--- src/rtl/ffsc_pkg.sv ---
// shared types and constants for the fixed frame receiver
package ffsc_pkg;

	typedef logic [7:0] byte_t;
	typedef logic [2:0] pos_t;

	localparam byte_t SYNC_RESET       = 8'hAA;
	localparam pos_t  POS_IDLE         = 3'd0;
	localparam pos_t  POS_LAST_PAYLOAD = 3'd5;
	localparam pos_t  POS_CHECK        = 3'd6;
	localparam pos_t  POS_TAIL         = 3'd7;

endpackage

--- src/rtl/ffsc_if.sv ---
// channel interfaces: received bytes, frame results, configuration writes
interface ffsc_rx_if;
	import ffsc_pkg::*;
	logic  valid;
	logic  ready;
	byte_t rx_byte;
	modport source(output valid, output rx_byte, input ready);
	modport sink(input valid, input rx_byte, output ready);
endinterface

interface ffsc_frame_if;
	import ffsc_pkg::*;
	logic  valid;
	logic  ready;
	byte_t payload_a;
	byte_t payload_b;
	byte_t payload_c;
	byte_t payload_d;
	byte_t payload_e;
	byte_t check_value;
	byte_t tail_value;
	logic  sum_ok;
	modport source(
		output valid, output payload_a, output payload_b, output payload_c,
		output payload_d, output payload_e, output check_value, output tail_value,
		output sum_ok, input ready
	);
	modport sink(
		input valid, input payload_a, input payload_b, input payload_c,
		input payload_d, input payload_e, input check_value, input tail_value,
		input sum_ok, output ready
	);
endinterface

interface ffsc_cfg_if;
	import ffsc_pkg::*;
	logic  valid;
	logic  ready;
	byte_t data;
	modport source(output valid, output data, input ready);
	modport sink(input valid, input data, output ready);
endinterface

--- src/rtl/fixed_frame_receiver_sum_check_unit.sv ---
// top level: sync-started eight-byte frame receiver with additive sum check
//
// Takes one received byte per cycle. While idle a byte equal to the sync
// register opens a frame; every following byte is stored until the eighth,
// which closes the frame and produces one result beat carrying the five
// payload bytes, the check byte, the tail byte and the sum-ok flag. The
// closing byte is held in the input register; then the position counter,
// running sum and frame store update together with the result register.
// Sustained rate is one byte per cycle, set by the position counter and
// the 8-bit running sum updating once per byte. Input back-pressure occurs
// only when a closing byte finds the previous result still waiting to be
// taken. Sync register writes are accepted every cycle and apply from the
// next frame opening.
module fixed_frame_receiver_sum_check_unit (
	input logic         clk,
	input logic         arst_n,
	ffsc_rx_if.sink     rx,
	ffsc_frame_if.source frame,
	ffsc_cfg_if.sink    cfg
);
	import ffsc_pkg::*;

	logic  valid_s1;
	byte_t byte_s1;
	byte_t sync_q;
	pos_t  pos_q;
	byte_t sum_q;
	byte_t store_q [1:6];

	logic  res_valid_q;
	byte_t res_pay_q [1:5];
	byte_t res_check_q;
	byte_t res_tail_q;
	logic  res_ok_q;

	logic  emit;
	logic  advance_s1;
	logic  take_rx;

	assign emit       = valid_s1 && (pos_q == POS_TAIL);
	assign advance_s1 = valid_s1 && (!emit || !res_valid_q || frame.ready);
	assign rx.ready   = !valid_s1 || advance_s1;
	assign take_rx    = rx.valid && rx.ready;
	assign cfg.ready  = 1'b1;

	// input register
	always_ff @(posedge clk or negedge arst_n) begin
		if (!arst_n) begin
			valid_s1 <= 1'b0;
		end else if (rx.ready) begin
			valid_s1 <= rx.valid;
		end
	end

	always_ff @(posedge clk) begin
		if (take_rx) begin
			byte_s1 <= rx.rx_byte;
		end
	end

	// sync register
	always_ff @(posedge clk or negedge arst_n) begin
		if (!arst_n) begin
			sync_q <= SYNC_RESET;
		end else if (cfg.valid) begin
			sync_q <= cfg.data;
		end
	end

	// frame tracking
	always_ff @(posedge clk or negedge arst_n) begin
		if (!arst_n) begin
			pos_q <= POS_IDLE;
			sum_q <= '0;
		end else if (advance_s1) begin
			if (pos_q == POS_IDLE) begin
				if (byte_s1 == sync_q) begin
					pos_q <= 3'd1;
					sum_q <= '0;
				end
			end else if (pos_q == POS_TAIL) begin
				pos_q <= POS_IDLE;
			end else begin
				pos_q <= 3'(pos_q + 3'd1);
				if (pos_q <= POS_LAST_PAYLOAD) begin
					sum_q <= 8'(sum_q + byte_s1);
				end
			end
		end
	end

	always_ff @(posedge clk) begin
		if (advance_s1) begin
			for (int i = 1; i <= 6; i++) begin
				if (pos_q == 3'(i)) begin
					store_q[i] <= byte_s1;
				end
			end
		end
	end

	// result register
	always_ff @(posedge clk or negedge arst_n) begin
		if (!arst_n) begin
			res_valid_q <= 1'b0;
		end else if (advance_s1 && emit) begin
			res_valid_q <= 1'b1;
		end else if (frame.ready) begin
			res_valid_q <= 1'b0;
		end
	end

	always_ff @(posedge clk) begin
		if (advance_s1 && emit) begin
			for (int i = 1; i <= 5; i++) begin
				res_pay_q[i] <= store_q[i];
			end
			res_check_q <= store_q[POS_CHECK];
			res_tail_q  <= byte_s1;
			res_ok_q    <= (sum_q == store_q[POS_CHECK]);
		end
	end

	assign frame.valid       = res_valid_q;
	assign frame.payload_a   = res_pay_q[1];
	assign frame.payload_b   = res_pay_q[2];
	assign frame.payload_c   = res_pay_q[3];
	assign frame.payload_d   = res_pay_q[4];
	assign frame.payload_e   = res_pay_q[5];
	assign frame.check_value = res_check_q;
	assign frame.tail_value  = res_tail_q;
	assign frame.sum_ok      = res_ok_q;

endmodule

--- src/flat_wrapper.sv ---
// flat-port wrapper written by rule: the top's interface ports become plain ports
module fixed_frame_receiver_sum_check_unit_flat import ffsc_pkg::*;
  (clk, arst_n, rx_valid, rx_rx_byte, rx_ready, frame_valid, frame_payload_a, frame_payload_b, frame_payload_c, frame_payload_d, frame_payload_e, frame_check_value, frame_tail_value, frame_sum_ok, frame_ready, cfg_valid, cfg_data, cfg_ready);
  ffsc_rx_if rx_i ();
  ffsc_frame_if frame_i ();
  ffsc_cfg_if cfg_i ();
  input logic clk;
  input logic arst_n;
  input wire logic [$bits(rx_i.valid)-1:0] rx_valid;
  input wire logic [$bits(rx_i.rx_byte)-1:0] rx_rx_byte;
  output wire logic [$bits(rx_i.ready)-1:0] rx_ready;
  output wire logic [$bits(frame_i.valid)-1:0] frame_valid;
  output wire logic [$bits(frame_i.payload_a)-1:0] frame_payload_a;
  output wire logic [$bits(frame_i.payload_b)-1:0] frame_payload_b;
  output wire logic [$bits(frame_i.payload_c)-1:0] frame_payload_c;
  output wire logic [$bits(frame_i.payload_d)-1:0] frame_payload_d;
  output wire logic [$bits(frame_i.payload_e)-1:0] frame_payload_e;
  output wire logic [$bits(frame_i.check_value)-1:0] frame_check_value;
  output wire logic [$bits(frame_i.tail_value)-1:0] frame_tail_value;
  output wire logic [$bits(frame_i.sum_ok)-1:0] frame_sum_ok;
  input wire logic [$bits(frame_i.ready)-1:0] frame_ready;
  input wire logic [$bits(cfg_i.valid)-1:0] cfg_valid;
  input wire logic [$bits(cfg_i.data)-1:0] cfg_data;
  output wire logic [$bits(cfg_i.ready)-1:0] cfg_ready;
  assign rx_i.valid = rx_valid;
  assign rx_i.rx_byte = rx_rx_byte;
  assign rx_ready = rx_i.ready;
  assign frame_valid = frame_i.valid;
  assign frame_payload_a = frame_i.payload_a;
  assign frame_payload_b = frame_i.payload_b;
  assign frame_payload_c = frame_i.payload_c;
  assign frame_payload_d = frame_i.payload_d;
  assign frame_payload_e = frame_i.payload_e;
  assign frame_check_value = frame_i.check_value;
  assign frame_tail_value = frame_i.tail_value;
  assign frame_sum_ok = frame_i.sum_ok;
  assign frame_i.ready = frame_ready;
  assign cfg_i.valid = cfg_valid;
  assign cfg_i.data = cfg_data;
  assign cfg_ready = cfg_i.ready;
  fixed_frame_receiver_sum_check_unit u_core (.clk(clk), .arst_n(arst_n), .rx(rx_i), .frame(frame_i), .cfg(cfg_i));
endmodule
--- config.mk ---
export PLATFORM = sky130hd
export DESIGN_NAME = fixed_frame_receiver_sum_check_unit_flat
export DESIGN_NICKNAME = d
export VERILOG_FILES = /design/src/rtl/ffsc_pkg.sv /design/src/rtl/ffsc_if.sv /design/src/rtl/fixed_frame_receiver_sum_check_unit.sv /design/src/flat_wrapper.sv
export SDC_FILE = /design/constraint.sdc
export NUM_CORES = 1
export LEC_CHECK = 0
export ABC_AREA = 1
export BUFFER_PORTS_ARGS = -buffer_cell sky130_fd_sc_hd__buf_2
export CAP_MARGIN = 25
export CORE_MARGIN = 3
export CORE_UTILIZATION = 52
export CTS_CLUSTER_SIZE = 10
export DETAILED_ROUTE_END_ITERATION = 6
export GPL_TIMING_DRIVEN = 0
export PLACE_DENSITY = 0.8
export SLEW_MARGIN = 10
export SYNTH_ARGS = -nofsm -noshare
export SYNTH_HDL_FRONTEND = slang
export SYNTH_SLANG_ARGS = --single-unit
export TNS_END_PERCENT = 100
--- constraint.sdc ---
create_clock -name clk -period 5.7 [get_ports clk]
set_input_delay 0.285 -clock clk [delete_from_list [all_inputs] [get_ports clk]]
set_output_delay 0.285 -clock clk [all_outputs]
set_load 0.02 [all_outputs]
### After elaboration in Yosys (flattened, before gate mapping)

Memories as Yosys holds them, arrays and structs flattened.
Cells that the tools add are included.

| word-level totals | value |
|---|---|
| register bits | 46 |
| latch bits | 0 |
| RAM bits | 88 |
| ROM bits | 0 |
| bits of input ports | 21 |
| output and inout port bits | 60 |
| logic and storage cells | 89 |
| memories kept | 2 |

Memory list:

| name | depth | bits a word | read ports | clocked after Yosys merged registers in | wr ports | RTL line | source |
|---|---|---|---|---|---|---|---|
| u_core.store_q | 6 | 8 | 6 | 0 | 1 | fixed_frame_receiver_sum_check_unit.sv:28 | `byte_t store_q [1:6];` |
| u_core.res_pay_q | 5 | 8 | 5 | 0 | 5 | fixed_frame_receiver_sum_check_unit.sv:31 | `byte_t res_pay_q [1:5];` |

| cells by class | value |
|---|---|
| add/subtract/negate cells | 2 |
| multiply operators | 0 |
| div/mod/pow operators | 0 |
| $lt $le $gt $ge | 1 |
| eq/ne operators | 11 |
| shifts and indexed selects | 0 |
| multiplexer cells | 44 |
| bitwise operators | 0 |
| reduce and logical (&&, ||, !) cells | 20 |

Operators with widths:

| kind | number |
|---|---|
| $mux 8 | 9 |
| $reduce_or 8->1 | 5 |
| $mux 1 | 27 |
| $mux 3 | 8 |
| $eq 8x8->1 | 2 |
| $eq 3x3->1 const B | 4 |
| $add 8x8->8 | 1 |
| $eq 3x2->1 const B | 2 |
| $logic_and 1x1->1 | 4 |
| $ne 2x2->1 const B | 2 |
| $reduce_and 4->1 | 1 |
| $reduce_bool 2->1 | 2 |
| $add 3x1->3 const B | 1 |
| $eq 3x1->1 const B | 1 |
| $le 3x3->1 const B | 1 |
| $logic_not 1->1 | 3 |
| $logic_not 3->1 | 1 |
| $logic_or 1x1->1 | 3 |
| $reduce_and 2->1 | 1 |

### Depth between registers and ports, before layout

| depth | value |
|---|---|
| word-level depth | 14 |
| gate-level depth with buffers | 11 |

### Least setup slack after synthesis

OpenSTA, ideal clock, no wires.

| path | value |
|---|---|
| path type | reg2reg |
| start point | register u_core.pos_q[0] |
| end point | register u_core.res_check_q[0] (netlist: u_core.frame.check_value[0]), read port of u_core.store_q (enable) |
| setup time | 472 ps |
| data arrival time | 3758 ps |
| required time | 5228 ps |
| setup slack | 1470 ps |
| cell stages (with the launch flop) | 8 |
| buffers on the path | 0 |
| period minus slack after synthesis | 4230 ps |
| cell sequence | dfrtp_1 ha_1 ha_1 nand2_1 nor2_1 nor2_2 inv_1 nor2_1 |

| on the way | value |
|---|---|
| word-level cells in the longest chain between the ends | 7 |

Ends and longest elaborated chain:

| element | RTL line | source |
|---|---|---|
| from (decl) | fixed_frame_receiver_sum_check_unit.sv:26 | `pos_t pos_q;` |
| from (signal assigned) | fixed_frame_receiver_sum_check_unit.sv:84 | `pos_q <= 3'(pos_q + 3'd1);` |
| $eq 3x3->1 * | fixed_frame_receiver_sum_check_unit.sv:40 | `assign emit = valid_s1 && (pos_q == POS_TAIL);` |
| $logic_and 1x1->1 * | fixed_frame_receiver_sum_check_unit.sv:40 |  |
| $logic_not 1->1 | fixed_frame_receiver_sum_check_unit.sv:41 | `assign advance_s1 = valid_s1 && (!emit \|\| !res_valid_q \|\| frame.ready);` |
| $logic_or 1x1->1 (2 in a row) | fixed_frame_receiver_sum_check_unit.sv:41 |  |
| $logic_and 1x1->1 | fixed_frame_receiver_sum_check_unit.sv:41 |  |
| $logic_and 1x1->1 * | fixed_frame_receiver_sum_check_unit.sv:114 | `if (advance_s1 && emit) begin` |
| to (decl) | fixed_frame_receiver_sum_check_unit.sv:32 | `byte_t res_check_q;` |

Every way passes the cells marked *; elsewhere a longest branch is shown, timed or not.
A chain may end at the register's enable or synchronous reset.

==> metrics.md <==
| Metric | Value |
|---|---|
| Remaining Overflow, GRT | 0 |
| Outcome | completed |
| Min-delay worst type | input port to flip-flop |
| Slew headroom | 0.525 |
| Largest net degree at the start of global routing | 33 |
| Starting Density | 0.542 |
| Distinct cells, synth | 27 |
| Data required, critical path | 5.91 ns |
| FILL cells | 606 |
| Total clock sinks | 134 |
| Die height | 105 um |
| Layout cell share with drive strength beyond 1 | 0.273 |
| Top_reg_cell synth | edfxtp_1 |
| F_max | 343 MHz |
| Async set or reset register ratio after synthesis | 0.157 |
| #FFs+latches synth | 134 |
| Startpoint Class | flip-flop |
| Setup violators final | 0 |
| CP max stage cell | nor2_4 |
| Synth Net Count | 383 |
| Top cell type's share of synthesized area | 0.672 |
| Multi-input gate area in the final layout | 978 sq um |
| Initial antenna violation count | 0 |
| First-pass GRT wire length | 14000 um |
| Via count | 2922 |
| Post-synth EDFFs | 113 |
| Synth Area per Inst | 14.5 sq um |
| Worst slack, placed | 2.71 ns |
| Top-level I/O count | 81 |
| CTS Buf Count | 17 |
| Clk_skew | 0.0106 ns |
| Lkg Pwr | 2.61 nW |
| Final Hold Fails | 0 |
| Iter 0 DRT Violations | 152 |
| CTS root buffer | clkbuf_8 |
| Post-route DRC | 0 |
| Seq/Total Area, Yosys | 0.777 |
| CP max FO | 32 |
| Antenna-violating nets left | 0 |
| Final Power | 0.00272 W |
| Worst path cell trace | ha_1, ha_1, nand2_1, nor2_1, nor2_2, inv_1, nor2_4, buf_12 |
| TritonRoute pass-1 iters | 5 |
| Pwr Density | 426 mW/mm^2 |
| Port bufs | 79 |
| Crit-path leading delay family | simple AND/OR/NAND/NOR gates |
| Min Hold Slack | 0.0301 ns |
| Vias in the first global route | 2791 |
| Ant diodes | 0 |
| GRT Util Overall | 0.172 |
| Routed vias/inst | 4.77 |
| Maximum Capacitance Violations | 0 |
| Fin crit period | 2.92 ns |
| Clock buffer depth | 2 |
| Syn. warnings | 0 |
| Setup_tns | 0 ns |
| CORE AREA | 0.00933 sq mm |
| Arrival time of the worst setup path | 3.12 ns |
| Die X | 105 um |
| CTS tree | done |
| Yosys top cell by area | edfxtp_1 |
| Reg clk slew, reported paths | 0.06 ns |
| Synthesized area | 0.00505 sq mm |
| Bufs and invs on worst path | 2 |
| Final slew viol count | 0 |
| Crit path kind | flip-flop to flip-flop |
| Gate Count Post-Synth | 348 |
| HP Start | frame_ready |
| Crit path from | u_core.pos_q[1]$_DFFE_PN0P_ |
| Crit end category | flip-flop |
| Worst-Skew Late Latency | 0.51 ns |
| Die area | 0.0109 sq mm |
| Detailed-route wire length per cell | 14.4 um |
| Area growth syn-to-layout | 26.4% |
| Detailed Place HPWL | 5550 um |
| Maximum VDD drop | 0.234 mV |
| Synth area leaders | edfxtp_1 (67%), dfrtp_1 (8.4%), nand2_1 (5.6%) |
| Cell repeated most along the worst path | ha_1 |
| Period utilization | 0.512 |
| Storage element area | 0.00392 sq mm |
| FP Rows | 35 |
| Slew @ Worst Pin | 0.711 ns |
| RSZ-0062 raised after global routing | false |
| Nets | 505 |
| Routed WL | 8820 um |
| Max incr delay on CP | 0.59 ns |
| Htree depth | 4 |
| Final worst slack | 2.78 ns |
| RD Place Congestion | 0.819 |
| Reg2reg start | u_core.pos_q[1]$_DFFE_PN0P_ |
## power by group
| group | switching [W] | leakage (nW) | total, W | internal [W] |
|---|---|---|---|---|
| Sequential | 0.0000746 | 1.28 | 0.00125 | 0.00118 |
| Clock | 0.000439 | 0.263 | 0.000991 | 0.000552 |
| Combinational | 0.000293 | 1.07 | 0.000478 | 0.000185 |
## cells in the final DEF, fill, tap and decap left out, drive strengths merged, types with 2 or more instances in the layout
| master | instances |
|---|---|
| clkbuf | 19 |
| dlygate4sd3 | 18 |
| inv | 49 |
| clkinv | 2 |
| mux2 | 3 |
| nand2 | 77 |
| xnor2 | 12 |
| buf | 85 |
| a21oi | 7 |
| nand4 | 3 |
| nor2 | 23 |
| o21ai | 8 |
| nor3 | 7 |
| dfrtp | 17 |
| dfstp | 4 |
| edfxtp | 113 |
| ha | 13 |
| clkinvlp | 3 |
| nand3 | 14 |
## synthesized netlist by cell type (3+ instances only)
| library cell | count |
|---|---|
| mux2_2 | 3 |
| dfrtp_1 | 17 |
| a21oi_1 | 7 |
| nand3_1 | 13 |
| ha_1 | 13 |
| inv_1 | 38 |
| xnor2_1 | 12 |
| nand2_1 | 76 |
| nor3_1 | 7 |
| nor2_1 | 21 |
| nand4_1 | 3 |
| edfxtp_1 | 113 |
| o21ai_0 | 8 |
| dfstp_2 | 4 |
## layout make-up
class / instances / area share
Sequential cell: 134 / 0.614
Multi-Input combinational cell: 173 / 0.153
Timing Repair Buffer: 103 / 0.0972
Clock buffer: 17 / 0.0648
Tap cell: 129 / 0.0253
Inverter: 39 / 0.0229
Clock inverter: 15 / 0.0206
Buffer: 2 / 0.00176
## tightest hold or removal path, stage by stage
cell	delay [ns]
buf_2	0.08
inv_1	0.03
nand2_1	0.06
nand2_1	0.05
## state kept, by name, summed over array words and instances (netlist names)
signal and cells:
u_core.frame.valid 1, u_core.store_q 48, u_core.res_pay_q 40, u_core.frame.tail_value 8, u_core.sync_q 8, u_core.valid_s1 1
u_core.frame.check_value 8, u_core.frame.sum_ok 1, u_core.byte_s1 8, u_core.pos_q 3, u_core.sum_q 8
## worst paths after layout
check                           cells after the start  slack, ns                               end
worst max-delay path                                8       2.78  u_core.res_pay_q[0][9]$_DFFE_PP_
worst min-delay path                                4       0.03    u_core.frame.valid$_DFFE_PN0P_
worst max register to register                      8       2.78  u_core.res_pay_q[0][9]$_DFFE_PP_
worst min register to register                      0       0.41  u_core.res_pay_q[0][8]$_DFFE_PP_
max in group asynchronous                           2       5.06      u_core.sync_q[3]$_DFFE_PN1P_
min in group asynchronous                           2       0.28       u_core.sum_q[6]$_DFFE_PN0P_
## per-layer routing
layer	vias up	track usage	part of all wire	wire length (um)
li1	1445	-	-	-
met1	1359	0.211	0.43	3750
met2	108	0.277	0.48	4270
met3	10	0.0642	0.079	695
met4	0	0.0712	0.012	105
met5	-	0	0	0
## timing repair
item / CTS / global route
gates resized for setup: 0 / 0
hold buffers: 18 / 0
setup buffers: 0 / 0
hold endpoints to repair: 34 / 0
## cells by family (layout without fill, tap and decap cells)
group | Yosys count | in the layout | share of synthesized area
adders and majority gates | 14 | 14 | 0.0362
AOI/OAI and AO/OA | 17 | 17 | 0.0215
and+or+nand+nor | 126 | 126 | 0.106
xor gates and xnor gates | 12 | 12 | 0.0208
DFF | 134 | 134 | 0.777
other | 1 | 1 | 0.000742
muxes | 3 | 3 | 0.00669
buffers and inverters | 41 | 176 | 0.0312
## stage by stage
stage               cell area (sq um)  instances  utilization
floorplan                        5050        348            -
global placement                 5610        556        0.601
detailed placement               5640        557        0.604
CTS                              6360        607        0.682
global route                     6390        612        0.685
finish                           6390        612        0.685
(Power assumes the default switching activity.)
